File: config.mk
export PLATFORM = sky130hd
export DESIGN_NAME = datetime_text_to_epoch_seconds_top
export DESIGN_NICKNAME = d
export VERILOG_FILES = /design/src/rtl/dtte_pkg.sv /design/src/rtl/dtte_parser.sv /design/src/rtl/dtte_epoch.sv /design/src/rtl/datetime_text_to_epoch_seconds_top.sv
export SDC_FILE = /design/constraint.sdc
export NUM_CORES = 1
export LEC_CHECK = 0
export BUFFER_PORTS_ARGS = -buffer_cell sky130_fd_sc_hd__buf_2
export CAP_MARGIN = 20
export CELL_PAD_IN_SITES_DETAIL_PLACEMENT = 0
export CELL_PAD_IN_SITES_GLOBAL_PLACEMENT = 1
export CORE_MARGIN = 2
export CORE_UTILIZATION = 38
export DETAILED_ROUTE_END_ITERATION = 10
export PLACE_DENSITY_LB_ADDON = 0.3
export SLEW_MARGIN = 20
export SYNTH_ARGS = -nofsm -noshare
export SYNTH_HDL_FRONTEND = slang
export SYNTH_HIERARCHICAL = 1
export SYNTH_SLANG_ARGS = --single-unit
export TNS_END_PERCENT = 50
File: constraint.sdc
create_clock -name clk -period 11.34 [get_ports clk]
set_clock_uncertainty 0.2 [all_clocks]
set_input_delay 2.268 -clock clk [delete_from_list [all_inputs] [get_ports clk]]
set_output_delay 2.268 -clock clk [all_outputs]
set_load 0.05 [all_outputs]
File: src/rtl/dtte_pkg.sv
// shared types, constants and helper functions for the timestamp-to-epoch block
`default_nettype none

package dtte_pkg;

	// field widths
	localparam int YEAR_W  = 14;
	localparam int FIELD_W = 7;
	localparam int POS_W   = 5;
	localparam int SECS_W  = 39;
	localparam int DAYS_W  = 24;
	localparam int HMS_W   = 17;

	// character positions of interest
	localparam logic [POS_W-1:0] POS_DASH_MON   = 5'd4;
	localparam logic [POS_W-1:0] POS_DASH_DAY   = 5'd7;
	localparam logic [POS_W-1:0] POS_SPACE      = 5'd10;
	localparam logic [POS_W-1:0] POS_COLON_MIN  = 5'd13;
	localparam logic [POS_W-1:0] POS_COLON_SEC  = 5'd16;
	localparam logic [POS_W-1:0] POS_FINAL      = 5'd18;
	localparam logic [POS_W-1:0] POS_OVERRUN    = 5'd19;
	localparam logic [POS_W-1:0] POS_LIMIT      = 5'd20;

	// ascii codes
	localparam logic [7:0] CH_DASH  = 8'h2D;
	localparam logic [7:0] CH_SPACE = 8'h20;
	localparam logic [7:0] CH_COLON = 8'h3A;
	localparam logic [7:0] CH_ZERO  = 8'h30;
	localparam logic [7:0] CH_NINE  = 8'h39;

	// calendar constants
	localparam logic [25:0] DAYS_PER_ERA     = 26'd146097;
	localparam logic [25:0] EPOCH_SHIFT_DAYS = 26'd719468;
	localparam logic [17:0] DAYS_PER_YEAR    = 18'd365;
	localparam logic [14:0] YEARS_PER_ERA    = 15'd400;
	localparam logic [40:0] SEC_PER_DAY      = 41'd86400;
	localparam logic [18:0] SEC_PER_HOUR     = 19'd3600;
	localparam logic [18:0] SEC_PER_MIN      = 19'd60;

	// parsed fields handed from the parser to the epoch pipeline
	typedef struct packed {
		logic               fmt_ok;
		logic               leap;
		logic [YEAR_W-1:0]  year;
		logic [FIELD_W-1:0] month;
		logic [FIELD_W-1:0] day;
		logic [FIELD_W-1:0] hour;
		logic [FIELD_W-1:0] minute;
		logic [FIELD_W-1:0] second;
	} dt_fields_t;

	// acc * 10 + d, wrapped to 7 bits
	function automatic logic [FIELD_W-1:0] add_digit7(input logic [FIELD_W-1:0] acc,
		input logic [3:0] d);
		logic [10:0] sum;
		sum = 11'(acc) * 11'd10 + 11'(d);
		return sum[FIELD_W-1:0];
	endfunction

	// acc * 10 + d, wrapped to 14 bits
	function automatic logic [YEAR_W-1:0] add_digit14(input logic [YEAR_W-1:0] acc,
		input logic [3:0] d);
		logic [17:0] sum;
		sum = 18'(acc) * 18'd10 + 18'(d);
		return sum[YEAR_W-1:0];
	endfunction

	// running remainder of the year mod 25, one decimal digit at a time
	function automatic logic [4:0] mod25_step(input logic [4:0] r, input logic [3:0] d);
		logic [7:0]  x;
		logic [13:0] prod;
		logic [3:0]  q;
		logic [7:0]  rem;
		x    = 8'(r) * 8'd10 + 8'(d);
		prod = 14'(x) * 14'd41;
		q    = prod[13:10];
		rem  = x - 8'(q) * 8'd25;
		return rem[4:0];
	endfunction

	// day of a march-based year on which each month starts
	function automatic logic [8:0] month_start(input logic [FIELD_W-1:0] m);
		logic [8:0] s;
		case (m)
			7'd1:    s = 9'd306;
			7'd2:    s = 9'd337;
			7'd3:    s = 9'd0;
			7'd4:    s = 9'd31;
			7'd5:    s = 9'd61;
			7'd6:    s = 9'd92;
			7'd7:    s = 9'd122;
			7'd8:    s = 9'd153;
			7'd9:    s = 9'd184;
			7'd10:   s = 9'd214;
			7'd11:   s = 9'd245;
			7'd12:   s = 9'd275;
			default: s = 9'd0;
		endcase
		return s;
	endfunction

	// days in a month, zero for a month number out of range
	function automatic logic [4:0] month_days(input logic [FIELD_W-1:0] m, input logic leap);
		logic [4:0] n;
		case (m)
			7'd1, 7'd3, 7'd5, 7'd7, 7'd8, 7'd10, 7'd12: n = 5'd31;
			7'd4, 7'd6, 7'd9, 7'd11:                    n = 5'd30;
			7'd2:                                        n = leap ? 5'd29 : 5'd28;
			default:                                     n = 5'd0;
		endcase
		return n;
	endfunction

endpackage

`default_nettype wire

File: src/rtl/dtte_parser.sv
// character parser: input register, position tracking and digit accumulators
`default_nettype none

module dtte_parser
	import dtte_pkg::*;
(
	input  wire logic       clk,
	input  wire logic       arst_n,
	input  wire logic       s_axis_tvalid,
	output logic            s_axis_tready,
	input  wire logic [7:0] s_axis_tdata,   // [7:0] char_code
	input  wire logic       s_axis_tlast,   // last_char
	output logic            fld_valid,
	input  wire logic       fld_ready,
	output dt_fields_t      fld
);

	logic               valid_s1;
	logic [7:0]         char_s1;
	logic               last_s1;

	logic [POS_W-1:0]   pos_q;
	logic               fmt_ok_q;
	logic [YEAR_W-1:0]  year_q;
	logic [4:0]         year_m25_q;
	logic [FIELD_W-1:0] month_q, day_q, hour_q, minute_q, second_q;

	logic [POS_W-1:0]   pos_n;
	logic               fmt_ok_n;
	logic [YEAR_W-1:0]  year_n;
	logic [4:0]         year_m25_n;
	logic [FIELD_W-1:0] month_n, day_n, hour_n, minute_n, second_n;

	logic [7:0]         digit8;
	logic [3:0]         digit;
	logic               is_digit;
	logic               can_s2;
	logic               consume;
	logic               valid_s2;
	dt_fields_t         fld_s2;

	// handshake between input register, parser and output stage
	assign can_s2        = !valid_s2 || fld_ready;
	assign consume       = valid_s1 && (!last_s1 || can_s2);
	assign s_axis_tready = !valid_s1 || consume;

	// input register
	always_ff @(posedge clk or negedge arst_n) begin
		if (!arst_n) begin
			valid_s1 <= 1'b0;
		end else if (s_axis_tready) begin
			valid_s1 <= s_axis_tvalid;
		end
	end

	always_ff @(posedge clk) begin
		if (s_axis_tvalid && s_axis_tready) begin
			char_s1 <= s_axis_tdata;
			last_s1 <= s_axis_tlast;
		end
	end

	// next state for one character
	assign digit8   = char_s1 - CH_ZERO;
	assign digit    = digit8[3:0];
	assign is_digit = (char_s1 >= CH_ZERO) && (char_s1 <= CH_NINE);

	always_comb begin
		fmt_ok_n   = fmt_ok_q;
		year_n     = year_q;
		year_m25_n = year_m25_q;
		month_n    = month_q;
		day_n      = day_q;
		hour_n     = hour_q;
		minute_n   = minute_q;
		second_n   = second_q;
		if (pos_q >= POS_OVERRUN) begin
			fmt_ok_n = 1'b0;
		end else if (pos_q == POS_DASH_MON || pos_q == POS_DASH_DAY) begin
			if (char_s1 != CH_DASH) fmt_ok_n = 1'b0;
		end else if (pos_q == POS_SPACE) begin
			if (char_s1 != CH_SPACE) fmt_ok_n = 1'b0;
		end else if (pos_q == POS_COLON_MIN || pos_q == POS_COLON_SEC) begin
			if (char_s1 != CH_COLON) fmt_ok_n = 1'b0;
		end else if (!is_digit) begin
			fmt_ok_n = 1'b0;
		end else if (pos_q < POS_DASH_MON) begin
			year_n     = add_digit14(year_q, digit);
			year_m25_n = mod25_step(year_m25_q, digit);
		end else if (pos_q < POS_DASH_DAY) begin
			month_n = add_digit7(month_q, digit);
		end else if (pos_q < POS_SPACE) begin
			day_n = add_digit7(day_q, digit);
		end else if (pos_q < POS_COLON_MIN) begin
			hour_n = add_digit7(hour_q, digit);
		end else if (pos_q < POS_COLON_SEC) begin
			minute_n = add_digit7(minute_q, digit);
		end else begin
			second_n = add_digit7(second_q, digit);
		end
		pos_n = (pos_q >= POS_LIMIT) ? POS_LIMIT : pos_q + 5'd1;
	end

	// parser state, back to its start after the last character
	always_ff @(posedge clk or negedge arst_n) begin
		if (!arst_n) begin
			pos_q      <= '0;
			fmt_ok_q   <= 1'b1;
			year_q     <= '0;
			year_m25_q <= '0;
			month_q    <= '0;
			day_q      <= '0;
			hour_q     <= '0;
			minute_q   <= '0;
			second_q   <= '0;
		end else if (consume) begin
			if (last_s1) begin
				pos_q      <= '0;
				fmt_ok_q   <= 1'b1;
				year_q     <= '0;
				year_m25_q <= '0;
				month_q    <= '0;
				day_q      <= '0;
				hour_q     <= '0;
				minute_q   <= '0;
				second_q   <= '0;
			end else begin
				pos_q      <= pos_n;
				fmt_ok_q   <= fmt_ok_n;
				year_q     <= year_n;
				year_m25_q <= year_m25_n;
				month_q    <= month_n;
				day_q      <= day_n;
				hour_q     <= hour_n;
				minute_q   <= minute_n;
				second_q   <= second_n;
			end
		end
	end

	// completed fields register
	always_ff @(posedge clk or negedge arst_n) begin
		if (!arst_n) begin
			valid_s2 <= 1'b0;
		end else if (can_s2) begin
			valid_s2 <= valid_s1 && last_s1;
		end
	end

	always_ff @(posedge clk) begin
		if (can_s2 && valid_s1 && last_s1) begin
			fld_s2.fmt_ok <= fmt_ok_n && (pos_q == POS_FINAL);
			// gregorian leap: divisible by 4, and not by 100 unless by 400
			fld_s2.leap   <= (year_n[1:0] == 2'd0) &&
			                 ((year_m25_n != 5'd0) || (year_n[3:0] == 4'd0));
			fld_s2.year   <= year_n;
			fld_s2.month  <= month_n;
			fld_s2.day    <= day_n;
			fld_s2.hour   <= hour_n;
			fld_s2.minute <= minute_n;
			fld_s2.second <= second_n;
		end
	end

	assign fld_valid = valid_s2;
	assign fld       = fld_s2;

endmodule

`default_nettype wire

File: src/rtl/dtte_epoch.sv
// epoch pipeline: range check, days-from-civil and seconds, with output register
`default_nettype none

module dtte_epoch
	import dtte_pkg::*;
(
	input  wire logic        clk,
	input  wire logic        arst_n,
	input  wire logic        fld_valid,
	output logic             fld_ready,
	input  dt_fields_t       fld,
	output logic             m_axis_tvalid,
	input  wire logic        m_axis_tready,
	output logic [39:0]      m_axis_tdata,  // [38:0] unix_seconds, [39] zero fill
	output logic             m_axis_tuser   // valid_res
);

	logic valid_s3, valid_s4, valid_s5, valid_s6;
	logic can_s3, can_s4, can_s5, can_s6;

	// stage 3 signals
	logic [4:0]         mdays;
	logic               in_range;
	logic [YEAR_W-1:0]  y_adj;
	logic [20:0]        era_prod;
	logic [8:0]         doy;
	logic [18:0]        hms_full;
	logic               ok_s3;
	logic [YEAR_W-1:0]  y_s3;
	logic [5:0]         era0_s3;
	logic [8:0]         doy_s3;
	logic [HMS_W-1:0]   hms_s3;

	// stage 4 signals
	logic [14:0]        rem_full;
	logic [9:0]         rem;
	logic               ok_s4;
	logic [5:0]         era_s4;
	logic [8:0]         yoe_s4;
	logic [8:0]         doy_s4;
	logic [HMS_W-1:0]   hms_s4;

	// stage 5 signals
	logic [1:0]         cent;
	logic [17:0]        doe;
	logic [25:0]        days_full;
	logic               ok_s5;
	logic [DAYS_W-1:0]  days_s5;
	logic [HMS_W-1:0]   hms_s5;

	// stage 6 signals
	logic [40:0]        days_ext;
	logic [40:0]        secs_full;
	logic               ok_s6;
	logic [SECS_W-1:0]  secs_s6;

	// a stage loads when it is empty or its content moves on
	assign can_s6    = !valid_s6 || m_axis_tready;
	assign can_s5    = !valid_s5 || can_s6;
	assign can_s4    = !valid_s4 || can_s5;
	assign can_s3    = !valid_s4 || can_s4 ? (!valid_s3 || can_s4) : !valid_s3;
	assign fld_ready = can_s3;

	always_ff @(posedge clk or negedge arst_n) begin
		if (!arst_n) begin
			valid_s3 <= 1'b0;
			valid_s4 <= 1'b0;
			valid_s5 <= 1'b0;
			valid_s6 <= 1'b0;
		end else begin
			if (can_s3) valid_s3 <= fld_valid;
			if (can_s4) valid_s4 <= valid_s3;
			if (can_s5) valid_s5 <= valid_s4;
			if (can_s6) valid_s6 <= valid_s5;
		end
	end

	// range check, shifted year, era estimate, day of year, time of day
	assign mdays    = month_days(fld.month, fld.leap);
	assign in_range = fld.fmt_ok && (fld.year != '0) && (mdays != 5'd0) &&
	                  (fld.day != '0) && (fld.day <= 7'(mdays)) &&
	                  (fld.hour <= 7'd23) && (fld.minute <= 7'd59) &&
	                  (fld.second <= 7'd59);
	assign y_adj    = (fld.month <= 7'd2) ? fld.year - 14'd1 : fld.year;
	// y / 400 as (y / 16) / 25 through a reciprocal, corrected in the next stage
	assign era_prod = 21'(y_adj[YEAR_W-1:4]) * 21'd1311;
	assign doy      = month_start(fld.month) + 9'(fld.day) - 9'd1;
	assign hms_full = 19'(fld.hour) * SEC_PER_HOUR + 19'(fld.minute) * SEC_PER_MIN +
	                  19'(fld.second);

	always_ff @(posedge clk) begin
		if (can_s3 && fld_valid) begin
			ok_s3   <= in_range;
			y_s3    <= y_adj;
			era0_s3 <= era_prod[20:15];
			doy_s3  <= doy;
			hms_s3  <= hms_full[HMS_W-1:0];
		end
	end

	// year of era, with one correction step on the era estimate
	assign rem_full = 15'(y_s3) - 15'(era0_s3) * YEARS_PER_ERA;
	assign rem      = rem_full[9:0];

	always_ff @(posedge clk) begin
		if (can_s4 && valid_s3) begin
			ok_s4  <= ok_s3;
			doy_s4 <= doy_s3;
			hms_s4 <= hms_s3;
			if (rem >= 10'(YEARS_PER_ERA)) begin
				era_s4 <= era0_s3 + 6'd1;
				yoe_s4 <= 9'(rem - 10'(YEARS_PER_ERA));
			end else begin
				era_s4 <= era0_s3;
				yoe_s4 <= rem[8:0];
			end
		end
	end

	// day of era and days since the epoch
	always_comb begin
		if (yoe_s4 >= 9'd300)      cent = 2'd3;
		else if (yoe_s4 >= 9'd200) cent = 2'd2;
		else if (yoe_s4 >= 9'd100) cent = 2'd1;
		else                       cent = 2'd0;
	end
	assign doe       = 18'(yoe_s4) * DAYS_PER_YEAR + 18'(yoe_s4[8:2]) - 18'(cent) +
	                   18'(doy_s4);
	assign days_full = 26'(era_s4) * DAYS_PER_ERA + 26'(doe) - EPOCH_SHIFT_DAYS;

	always_ff @(posedge clk) begin
		if (can_s5 && valid_s4) begin
			ok_s5   <= ok_s4;
			days_s5 <= days_full[DAYS_W-1:0];
			hms_s5  <= hms_s4;
		end
	end

	// seconds since the epoch into the output register
	assign days_ext  = {{(41 - DAYS_W){days_s5[DAYS_W-1]}}, days_s5};
	assign secs_full = days_ext * SEC_PER_DAY + 41'(hms_s5);

	always_ff @(posedge clk) begin
		if (can_s6 && valid_s5) begin
			ok_s6   <= ok_s5;
			secs_s6 <= ok_s5 ? secs_full[SECS_W-1:0] : '0;
		end
	end

	assign m_axis_tvalid = valid_s6;
	assign m_axis_tdata  = {1'b0, secs_s6};
	assign m_axis_tuser  = ok_s6;

endmodule

`default_nettype wire

File: src/rtl/datetime_text_to_epoch_seconds_top.sv
// top level: "YYYY-mm-dd HH:MM:SS" character stream to unix seconds
`default_nettype none

// Takes one ASCII character per cycle on the slave stream, tlast on the final
// character of each string, and gives one transaction per string on the master
// stream: tuser high with the seconds since 1970-01-01 UTC when the text is a
// well-formed, in-range date and time of exactly 19 characters, otherwise tuser
// low with zero seconds. Characters are taken every cycle unless a last character
// waits; the result reaches the output register through a six-register pipeline
// (input register, field register, range and era estimate, era correction,
// days-from-civil, seconds). A waiting result does not hold up later characters;
// only a further last character waits, when the output register is held and
// every stage behind it is occupied.
module datetime_text_to_epoch_seconds_top
	import dtte_pkg::*;
(
	input  wire logic        clk,
	input  wire logic        arst_n,
	input  wire logic        s_axis_tvalid,
	output logic             s_axis_tready,
	input  wire logic [7:0]  s_axis_tdata,   // [7:0] char_code
	input  wire logic        s_axis_tlast,   // last_char
	output logic             m_axis_tvalid,
	input  wire logic        m_axis_tready,
	output logic [39:0]      m_axis_tdata,   // [38:0] unix_seconds, [39] zero fill
	output logic             m_axis_tuser    // valid_res
);

	logic       fld_valid;
	logic       fld_ready;
	dt_fields_t fld;

	// character parser
	dtte_parser u_parser (
		.clk           (clk),
		.arst_n        (arst_n),
		.s_axis_tvalid (s_axis_tvalid),
		.s_axis_tready (s_axis_tready),
		.s_axis_tdata  (s_axis_tdata),
		.s_axis_tlast  (s_axis_tlast),
		.fld_valid     (fld_valid),
		.fld_ready     (fld_ready),
		.fld           (fld)
	);

	// epoch arithmetic and output register
	dtte_epoch u_epoch (
		.clk           (clk),
		.arst_n        (arst_n),
		.fld_valid     (fld_valid),
		.fld_ready     (fld_ready),
		.fld           (fld),
		.m_axis_tvalid (m_axis_tvalid),
		.m_axis_tready (m_axis_tready),
		.m_axis_tdata  (m_axis_tdata),
		.m_axis_tuser  (m_axis_tuser)
	);

	// an invalid result carries zero seconds
	assert property (@(posedge clk) disable iff (!arst_n)
		m_axis_tvalid && !m_axis_tuser |-> m_axis_tdata == 40'd0)
		else $error("invalid result with nonzero seconds");

	// a valid result lies between years 1 and 9999
	assert property (@(posedge clk) disable iff (!arst_n)
		m_axis_tvalid && m_axis_tuser |->
			$signed(m_axis_tdata[38:0]) >= -39'sd62135596800 &&
			$signed(m_axis_tdata[38:0]) <= 39'sd253402300799)
		else $error("valid result outside calendar range");

	// with the output register empty the epoch pipeline always takes fields
	assert property (@(posedge clk) disable iff (!arst_n)
		!m_axis_tvalid |-> fld_ready)
		else $error("epoch pipeline stalled with empty output");

endmodule

`default_nettype wire
==> impl_metrics.tcl, run 1 <==
set metrics [dict create \
    portBuffers 54 \
    pin_count 56 \
    num_antenna_cells 0 \
    place_area_um2 31400 \
    drt_pre_antenna_iters 5 \
    initial_core_util 0.385 \
    slowest_delay_ps 580 \
    drt_iter0_drc 978 \
    outcome "finished clean" \
    slew_headroom 0.266 \
    holdWs_ps 200 \
    syn_to_final_growth_pct 8.66 \
    layout.filler_cells 7524 \
    synth_nets 3650 \
    grt_max_degree 67 \
    hold_path_startpoint "u_epoch/doy_s3[7]" \
    reg2reg_depth 39 \
    dp_cells 3974 \
    period_minus_slack_ps 9080 \
    hold_viol_final 0 \
    dr_total_vias 20300 \
    synth_area_um2 29900 \
    routed_via_density 5.03 \
    setup_viol 0 \
    reg2reg_from "u_epoch/yoe_s4[4]" \
    r2r_slack_ps 2260 \
    track_usage 0.157 \
    tightest_slew_ps 1100 \
    critical_path_class "reg2reg" \
    yosysTopAreaCell "edfxtp_1" \
    gp_congestion 0.855 \
    r2r-end "u_epoch/days_s5[23]" \
    cts_num_sinks 293 \
    synth_seq_cells 293 \
    fin_cells 4038 \
    critPathLaunchType "flip-flop" \
    max_freq_mhz 110 \
    clkLatencyLatePin_ps 550 \
    drv_cap 0 \
    synth_cell_types 102 \
    die_y_um 285 \
    synth_area_leaders "edfxtp_1, ha_1, fa_1" \
    synth.top_cell.area_share 0.228 \
    crit_path_max_fanout 8 \
    coreArea_um2 77700 \
    num_rows 102 \
    fp.dieW_um 285 \
    muxShareOfSynthArea 0.0128 \
    synth_compound_area_frac 0.114 \
    cts_buffers 36 \
    ys.flop_type "edfxtp_1" \
    grt-ovfl-total 0 \
    synth_top_family_by_area "adder cells" \
    tritoncts "yes" \
    drc 0 \
    fp.dieArea_um2 81100 \
    yosysMostFrequentCell "inv_1" \
    drive_gt1_frac 0.0680 \
    clock_path_buffers 3 \
    crit_arrival_ps 9170 \
    path_clk_slew_ps 50 \
    wire_per_inst_um 15.5 \
    crit_slowest_cell "edfxtp_1" \
    synth_cells 2912 \
    slew_violations 0 \
    hold_path_class "reg2reg" \
    hpwl_mm 50.6 \
    final.setup.tns_ps 0 \
    post-cts-setup-buffer-count 0 \
    grt_pass1_wl_mm 105 \
    synth-simple-area-share 0.0936 \
    cts_max_level 2 \
    synth_edf_count 227 \
    drt-total-wl_mm 62.8 \
    synth_common_cells "inv_1, ha_1, edfxtp_1" \
    synth_fa_ha_area_frac 0.356 \
    grt_pass1_vias 20500 \
    synthXorXnorAreaFrac 0.0655 \
    root_buffer "clkbuf_16" \
    antenna_found_initial 0 \
    cp-end-kind "flip-flop" \
    rsz0062_at_grt "false" \
    holdPathStages 0 \
    cts_hold_buf 0 \
    nNetsFinal 3710 \
    cts.repair.resized 0 \
    ys_seq_area_frac 0.283 \
    holdPathEnd "u_epoch/doy_s4[7]" \
    avgSynthCellArea_um2 10.3 \
    critical_path_required_ps 11430 \
    postLayoutCellArea_um2 32500 \
    finalCritPeriodShare 0.801 \
    async_reset_ff_frac 0.225 \
    final_antenna_net_count 0 \
    yosys_warnings 6 \
]
[cell type report]
type	instances	area, µm²	share of cell area
Clock buffer	46	968	0.0298
Clock inverter	18	151	0.00465
Inverter	542	2030	0.0625
Multi-Input combinational cell	2034	19300	0.592
Sequential cell	293	8470	0.260
Tap cell	1040	1300	0.0400
Timing Repair Buffer	65	353	0.0108
[critical path: cells and delay by family, from the launching register on]
kind / cells / cell delay (ps)
AO/OA/AOI/OAI: 14 / 2810
XOR/XNOR: 2 / 220
AND/OR/NAND/NOR: 5 / 890
adder cells (fa/ha/maj): 11 / 3600
flip-flops: 1 / 580
buffers and inverters: 7 / 510
[registers in the layout, indices dropped and copies added, names as in the netlist, 8 cells and up]
signal and cells:
u_epoch/doy_s3 9, u_epoch/y_s3 10, u_epoch/secs_s6 39, u_parser/fld 51, u_epoch/yoe_s4 9, u_epoch/hms_s5 17
u_epoch/doy_s4 9, u_epoch/days_s5 24, u_epoch/hms_s4 17, u_parser/year_q 14, u_epoch/hms_s3 17, u_parser/char_s1 8
[layer usage]
layer | wire length (µm) | global-route usage
met1 | 30300 | 0.220
met2 | 29500 | 0.260
met3 | 1870 | 0.0175
met4 | 1150 | 0.0367
met5 | 0 | 0
[logic make-up (layout without fill, tap and decap cells)]
kind of cell	count (synthesis)	in the layout
AO/OA/AOI/OAI	520	520
XOR/XNOR	223	223
adder cells (fa/ha/maj)	725	725
buffers and inverters	585	671
flip-flops	293	293
multiplexers	34	34
other	1	1
AND/OR/NAND/NOR	531	531
[stage by stage]
step                      worst slack (ps)   util
after floorplan                       3010      -
after global placement                2260  0.404
after detailed placement              2230  0.404
after CTS                             2210  0.419
after global routing                  1460  0.419
final                                 2260  0.419
[how the worst max path moves through the flow]
stage                                  from             endpoint  slack, ps  cells past startpoint
after CTS                 u_epoch/yoe_s4[4]  u_epoch/days_s5[23]       2210                     39
after floorplan           u_epoch/yoe_s4[4]  u_epoch/days_s5[23]       3010                     39
after global placement    u_epoch/yoe_s4[4]  u_epoch/days_s5[23]       2260                     39
after global routing      u_epoch/yoe_s4[4]  u_epoch/days_s5[23]       1460                     39
final                     u_epoch/yoe_s4[4]  u_epoch/days_s5[23]       2260                     39
after detailed placement  u_epoch/yoe_s4[4]  u_epoch/days_s5[23]       2230                     39
[cells in the final DEF (no fill, tap or decap), types with 11 or more instances in the layout]
master / count
a21o_1: 62
nor3_1: 29
xnor2_1: 158
nor2b_1: 16
buf_2: 54
xor2_1: 64
a22o_1: 22
nor2_1: 104
ha_1: 515
nor3b_1: 19
a21oi_1: 139
fa_1: 210
o21bai_1: 21
clkbuf_16: 36
o21ai_0: 114
nand3b_1: 11
or2_2: 12
and3_1: 15
nand2b_1: 23
edfxtp_1: 227
o31a_1: 11
buf_4: 11
nand4_1: 17
inv_1: 541
a211oi_1: 20
nand2_1: 150
and2_1: 26
nor4_1: 16
or3_1: 11
o21a_1: 17
nand3_1: 36
o211ai_1: 11
mux2_2: 24
dfrtp_1: 65
Power of run 1 is left out: the tool's default activity adds up to more than one toggle a clock period on the data nets, which glitch-free logic cannot reach.
==> inputs of run 2 (changes only) <==
==> constraint.sdc (replaced) <==
create_clock -name clk -period 7.75 [get_ports clk]
set_clock_uncertainty 0.2 [all_clocks]
set_input_delay 1.55 -clock clk [delete_from_list [all_inputs] [get_ports clk]]
set_output_delay 1.55 -clock clk [all_outputs]
set_load 0.05 [all_outputs]
==> impl_metrics.tcl, run 2 (synthesis results as in run 1) <==
set metrics [dict create \
    routed_via_density 4.99 \
    violations "negative setup slack" \
    die_y_um 285 \
    crit_slowest_cell "fa_1" \
    cts_max_level 2 \
    num_antenna_cells 0 \
    clkLatencyLatePin_ps 560 \
    antenna_found_initial 1 \
    grt_pass1_vias 20900 \
    num_rows 102 \
    grt_pass1_wl_mm 105 \
    drive_gt1_frac 0.115 \
    largest_reg_flops 51 \
    most-common-layout-cells "inv_1, ha_1, edfxtp_1" \
    grt_max_degree 67 \
    wire_per_inst_um 15.4 \
    grt-busiest-layer "met2" \
    grt-ovfl-total 0 \
    regMostFlops "u_parser/fld" \
    slew_violations 0 \
    final_antenna_net_count 0 \
    dp_cells 4046 \
    drv_cap 0 \
    fin_cells 4131 \
    finalCritPeriodShare 1.00 \
    cp.buffers_inverters 8 \
    rsz0062_at_grt "true" \
    path_clk_slew_ps 60 \
    pre_cts_ws_ps -308 \
    dr_total_vias 20600 \
    clock_path_buffers 3 \
    cts_buffers 36 \
    initial_core_util 0.385 \
    hold_viol_final 0 \
    slew_headroom 0.266 \
    pin_count 56 \
    syn_to_final_growth_pct 12.2 \
    cts_hold_buf 0 \
    hpwl_mm 51.5 \
    hold_path_class "reg2reg" \
    gp_congestion 0.892 \
    max_freq_mhz 129 \
    crit_arrival_ps 7890 \
    outcome "finished, violations left" \
    fp.dieArea_um2 81100 \
    drt_iter0_drc 887 \
    root_buffer "clkbuf_16" \
    top_regs "u_parser/fld (51), u_epoch/secs_s6 (39), u_epoch/days_s5 (24)" \
    portBuffers 54 \
    critical_path_class "reg2reg" \
    period_minus_slack_ps 7780 \
    cp-end-kind "flip-flop" \
    tritoncts "yes" \
    use_met2 0.266 \
    track_usage 0.158 \
    tightest_slew_ps 1090 \
    met3_usage 0.0217 \
    worst_slack_ps -31.0 \
    drt_pre_antenna_iters 5 \
    slowest_delay_ps 530 \
    critPathTopFamily "adder cells" \
    drt-total-wl_mm 63.7 \
    drc 0 \
    fp.dieW_um 285 \
    critical_path_required_ps 7860 \
    mostFrequentLayoutCell "inv_1" \
    cts_num_sinks 293 \
    nNetsFinal 3802 \
    crit_path_max_fanout 4 \
    setup_viol 1 \
    critPathLaunchType "flip-flop" \
    grt_use_met1 0.212 \
    coreArea_um2 77700 \
]
run 2: layout make-up:
cell class | instances | area, µm²
fill | 7386 | 44100
clock buffer | 44 | 952
multi-input combinational | 2034 | 19600
inverter | 542 | 2030
clock inverter | 21 | 220
sequential | 293 | 8470
timing repair buffer | 157 | 1050
tap | 1040 | 1300
run 2: final timing paths:
kind	endpoint	depth (start not counted)	slack, ps	start
hold / removal	u_epoch/hms_s5[0]	0	220	u_epoch/hms_s4[0]
min in group asynchronous	u_parser/year_q[10]	2	980	arst_n
hold reg to reg	u_epoch/hms_s5[0]	0	220	u_epoch/hms_s4[0]
setup / recovery	u_epoch/days_s5[23]	37	-30	u_epoch/yoe_s4[6]
setup reg to reg	u_epoch/days_s5[23]	37	-30	u_epoch/yoe_s4[6]
max in group asynchronous	u_parser/hour_q[0]	2	5690	arst_n
run 2: worst register-to-register path, delay by kind of cell, from the launching register on:
| family | cells | cell delay (ps) |
|---|---|---|
| AOI/OAI and AO/OA | 12 | 1980 |
| adders and majority gates | 10 | 3140 |
| DFF | 1 | 420 |
| buffers and inverters | 8 | 770 |
| xor gates and xnor gates | 2 | 220 |
| and+or+nand+nor | 5 | 840 |
run 2: routing by layer:
metal  part of all wire  up-vias
li1                   -    10300
met4              0.020        0
met2               0.48      256
met3              0.030       74
met5                  0        -
met1               0.47    10000
run 2: what timing repair did:
item	in CTS	in global routing
pin swaps	69	26
buffers inserted	14	7
resized for setup	21	32
endpoints found under the setup margin	5	14
run 2: stage by stage:
step                      cell area (µm²)   util  hold WS (ps)  TNS, ps
after floorplan                     30100      -           200        0
after global placement              32100  0.413           200     -738
after detailed placement            32100  0.413           205     -978
after CTS                           33400  0.430           217     -188
after global routing                33600  0.432           217    -1370
final                               33600  0.432           215    -31.0
Power of run 2 is left out for the same reason.
==> inputs of run 3 (changes only) <==
--- a/config.mk
+++ b/config.mk
@@ -12,7 +12,7 @@
 export CORE_MARGIN = 2
 export CORE_UTILIZATION = 38
 export DETAILED_ROUTE_END_ITERATION = 10
-export PLACE_DENSITY_LB_ADDON = 0.3
+export PLACE_DENSITY_LB_ADDON = 0.05
 export SLEW_MARGIN = 20
 export SYNTH_ARGS = -nofsm -noshare
 export SYNTH_HDL_FRONTEND = slang
==> impl_metrics.tcl, run 3 (synthesis results as in run 1) <==
set metrics [dict create \
    drt-total-wl_mm 67.9 \
    period_minus_slack_ps 7770 \
    num_rows 102 \
    crit_slowest_cell "fa_1" \
    final_antenna_net_count 0 \
    grt_max_degree 67 \
    drt_iter0_drc 844 \
    clock_path_buffers 3 \
    pin_count 56 \
    critical_path_required_ps 7850 \
    track_usage 0.169 \
    cts_max_level 2 \
    place_area_um2 32200 \
    slew_headroom 0.317 \
    drv_cap 0 \
    gp_congestion 0.822 \
    postLayoutCellArea_um2 34100 \
    holdWs_ps 201 \
    crit_arrival_ps 7870 \
    cp-end-kind "flip-flop" \
    hold_path_class "reg2reg" \
    mostFrequentLayoutCell "inv_1" \
    initial_core_util 0.385 \
    finalCritPeriodShare 1.00 \
    clkLatencyLatePin_ps 580 \
    drive_gt1_frac 0.133 \
    critPathLaunchType "flip-flop" \
    slowest_delay_ps 490 \
    cts_hold_buf 0 \
    cpMostUsedCell "buf_4" \
    root_buffer "clkbuf_16" \
    syn_to_final_growth_pct 13.7 \
    nNetsFinal 3828 \
    wire_per_inst_um 16.3 \
    coreArea_um2 77700 \
    rsz0062_at_grt "true" \
    fin_cells 4159 \
    setup_viol 1 \
    hpwl_mm 55.0 \
    top_regs "u_parser/fld (51), u_epoch/secs_s6 (39), u_epoch/days_s5 (24)" \
    worst_slack_ps -18.5 \
    slew_violations 0 \
    tightest_slew_ps 1020 \
    violations "negative setup slack" \
    largest_reg_flops 51 \
    num_antenna_cells 0 \
    regMostFlops "u_parser/fld" \
    crit_path_max_fanout 4 \
    routed_via_density 4.97 \
    tritoncts "yes" \
    max_freq_mhz 129 \
    dr_total_vias 20700 \
    die_y_um 285 \
    fp.dieArea_um2 81100 \
    portBuffers 54 \
    drc 0 \
    grt_pass1_wl_mm 112 \
    grt_pass1_vias 21500 \
    hold_viol_final 0 \
    outcome "finished, violations left" \
    fp.dieW_um 285 \
    dp_cells 4059 \
    cts_num_sinks 293 \
    path_clk_slew_ps 60 \
    most-common-layout-cells "inv_1, ha_1, edfxtp_1" \
    critical_path_class "reg2reg" \
    antenna_found_initial 3 \
    cts_buffers 38 \
    drt_pre_antenna_iters 7 \
    grt-ovfl-total 0 \
]
-- run 3: cell count changes in the layout (fill, tap and decap cells not counted), sizes merged --
cell	change
bufinv	+1
clkinv	+2
buf	+24
clkinvlp	+1
-- run 3: final timing paths --
| kind | start | end | slack [ps] | cells past startpoint |
|---|---|---|---|---|
| min in group asynchronous | arst_n | u_parser/year_q[9] | 1010 | 2 |
| setup reg to reg | u_epoch/yoe_s4[3] | u_epoch/days_s5[23] | -20 | 38 |
| hold reg to reg | u_epoch/ok_s4 | u_epoch/ok_s5 | 200 | 0 |
| setup / recovery | u_epoch/yoe_s4[3] | u_epoch/days_s5[23] | -20 | 38 |
| max in group asynchronous | arst_n | u_parser/month_q[6] | 5690 | 2 |
| hold / removal | u_epoch/ok_s4 | u_epoch/ok_s5 | 200 | 0 |
-- run 3: final cells by class --
type | count | area [µm²]
clock buffers | 44 | 993
inverters | 542 | 2030
flip-flops and latches | 293 | 8470
clock inverters | 25 | 322
fillers | 7440 | 43700
multi-input cells | 2034 | 19700
repair buffers | 181 | 1240
well taps | 1040 | 1300
-- run 3: per-stage QoR --
| step | setup WS, ps | util | TNS, ps |
|---|---|---|---|
| 2_1_floorplan | 8.34 | - | 0 |
| 3_3_place_gp | -209 | 0.414 | -571 |
| 3_5_place_dp | -336 | 0.414 | -1090 |
| 4_1_cts | -95.7 | 0.435 | -141 |
| 5_1_grt | -275 | 0.438 | -991 |
| 6_report | -18.5 | 0.438 | -18.5 |
-- run 3: routing by layer --
metal	vias up	routed length (µm)	GRT usage
met1	10100	32500	0.235
met4	0	896	0.0283
met2	201	32500	0.286
met5	-	0	0
li1	10300	-	-
met3	58	1970	0.0226
-- run 3: what timing repair did --
| action | CTS | global route |
|---|---|---|
| cloned | 0 | 0 |
| buffers inserted | 30 | 5 |
| endpoints found under the hold margin | 0 | 0 |
| endpoints found under the setup margin | 5 | 12 |
| resized for setup | 34 | 46 |
| pin swaps | 70 | 53 |
-- run 3: worst max-delay path, delay by kind of cell (launching register included) --
kind | cells | cell delay [ps]
xor gates and xnor gates | 1 | 90
buffers and inverters | 11 | 1060
and+or+nand+nor | 5 | 600
AOI/OAI and AO/OA | 11 | 2000
DFF | 1 | 460
adders and majority gates | 10 | 3140
Power of run 3 is left out for the same reason.
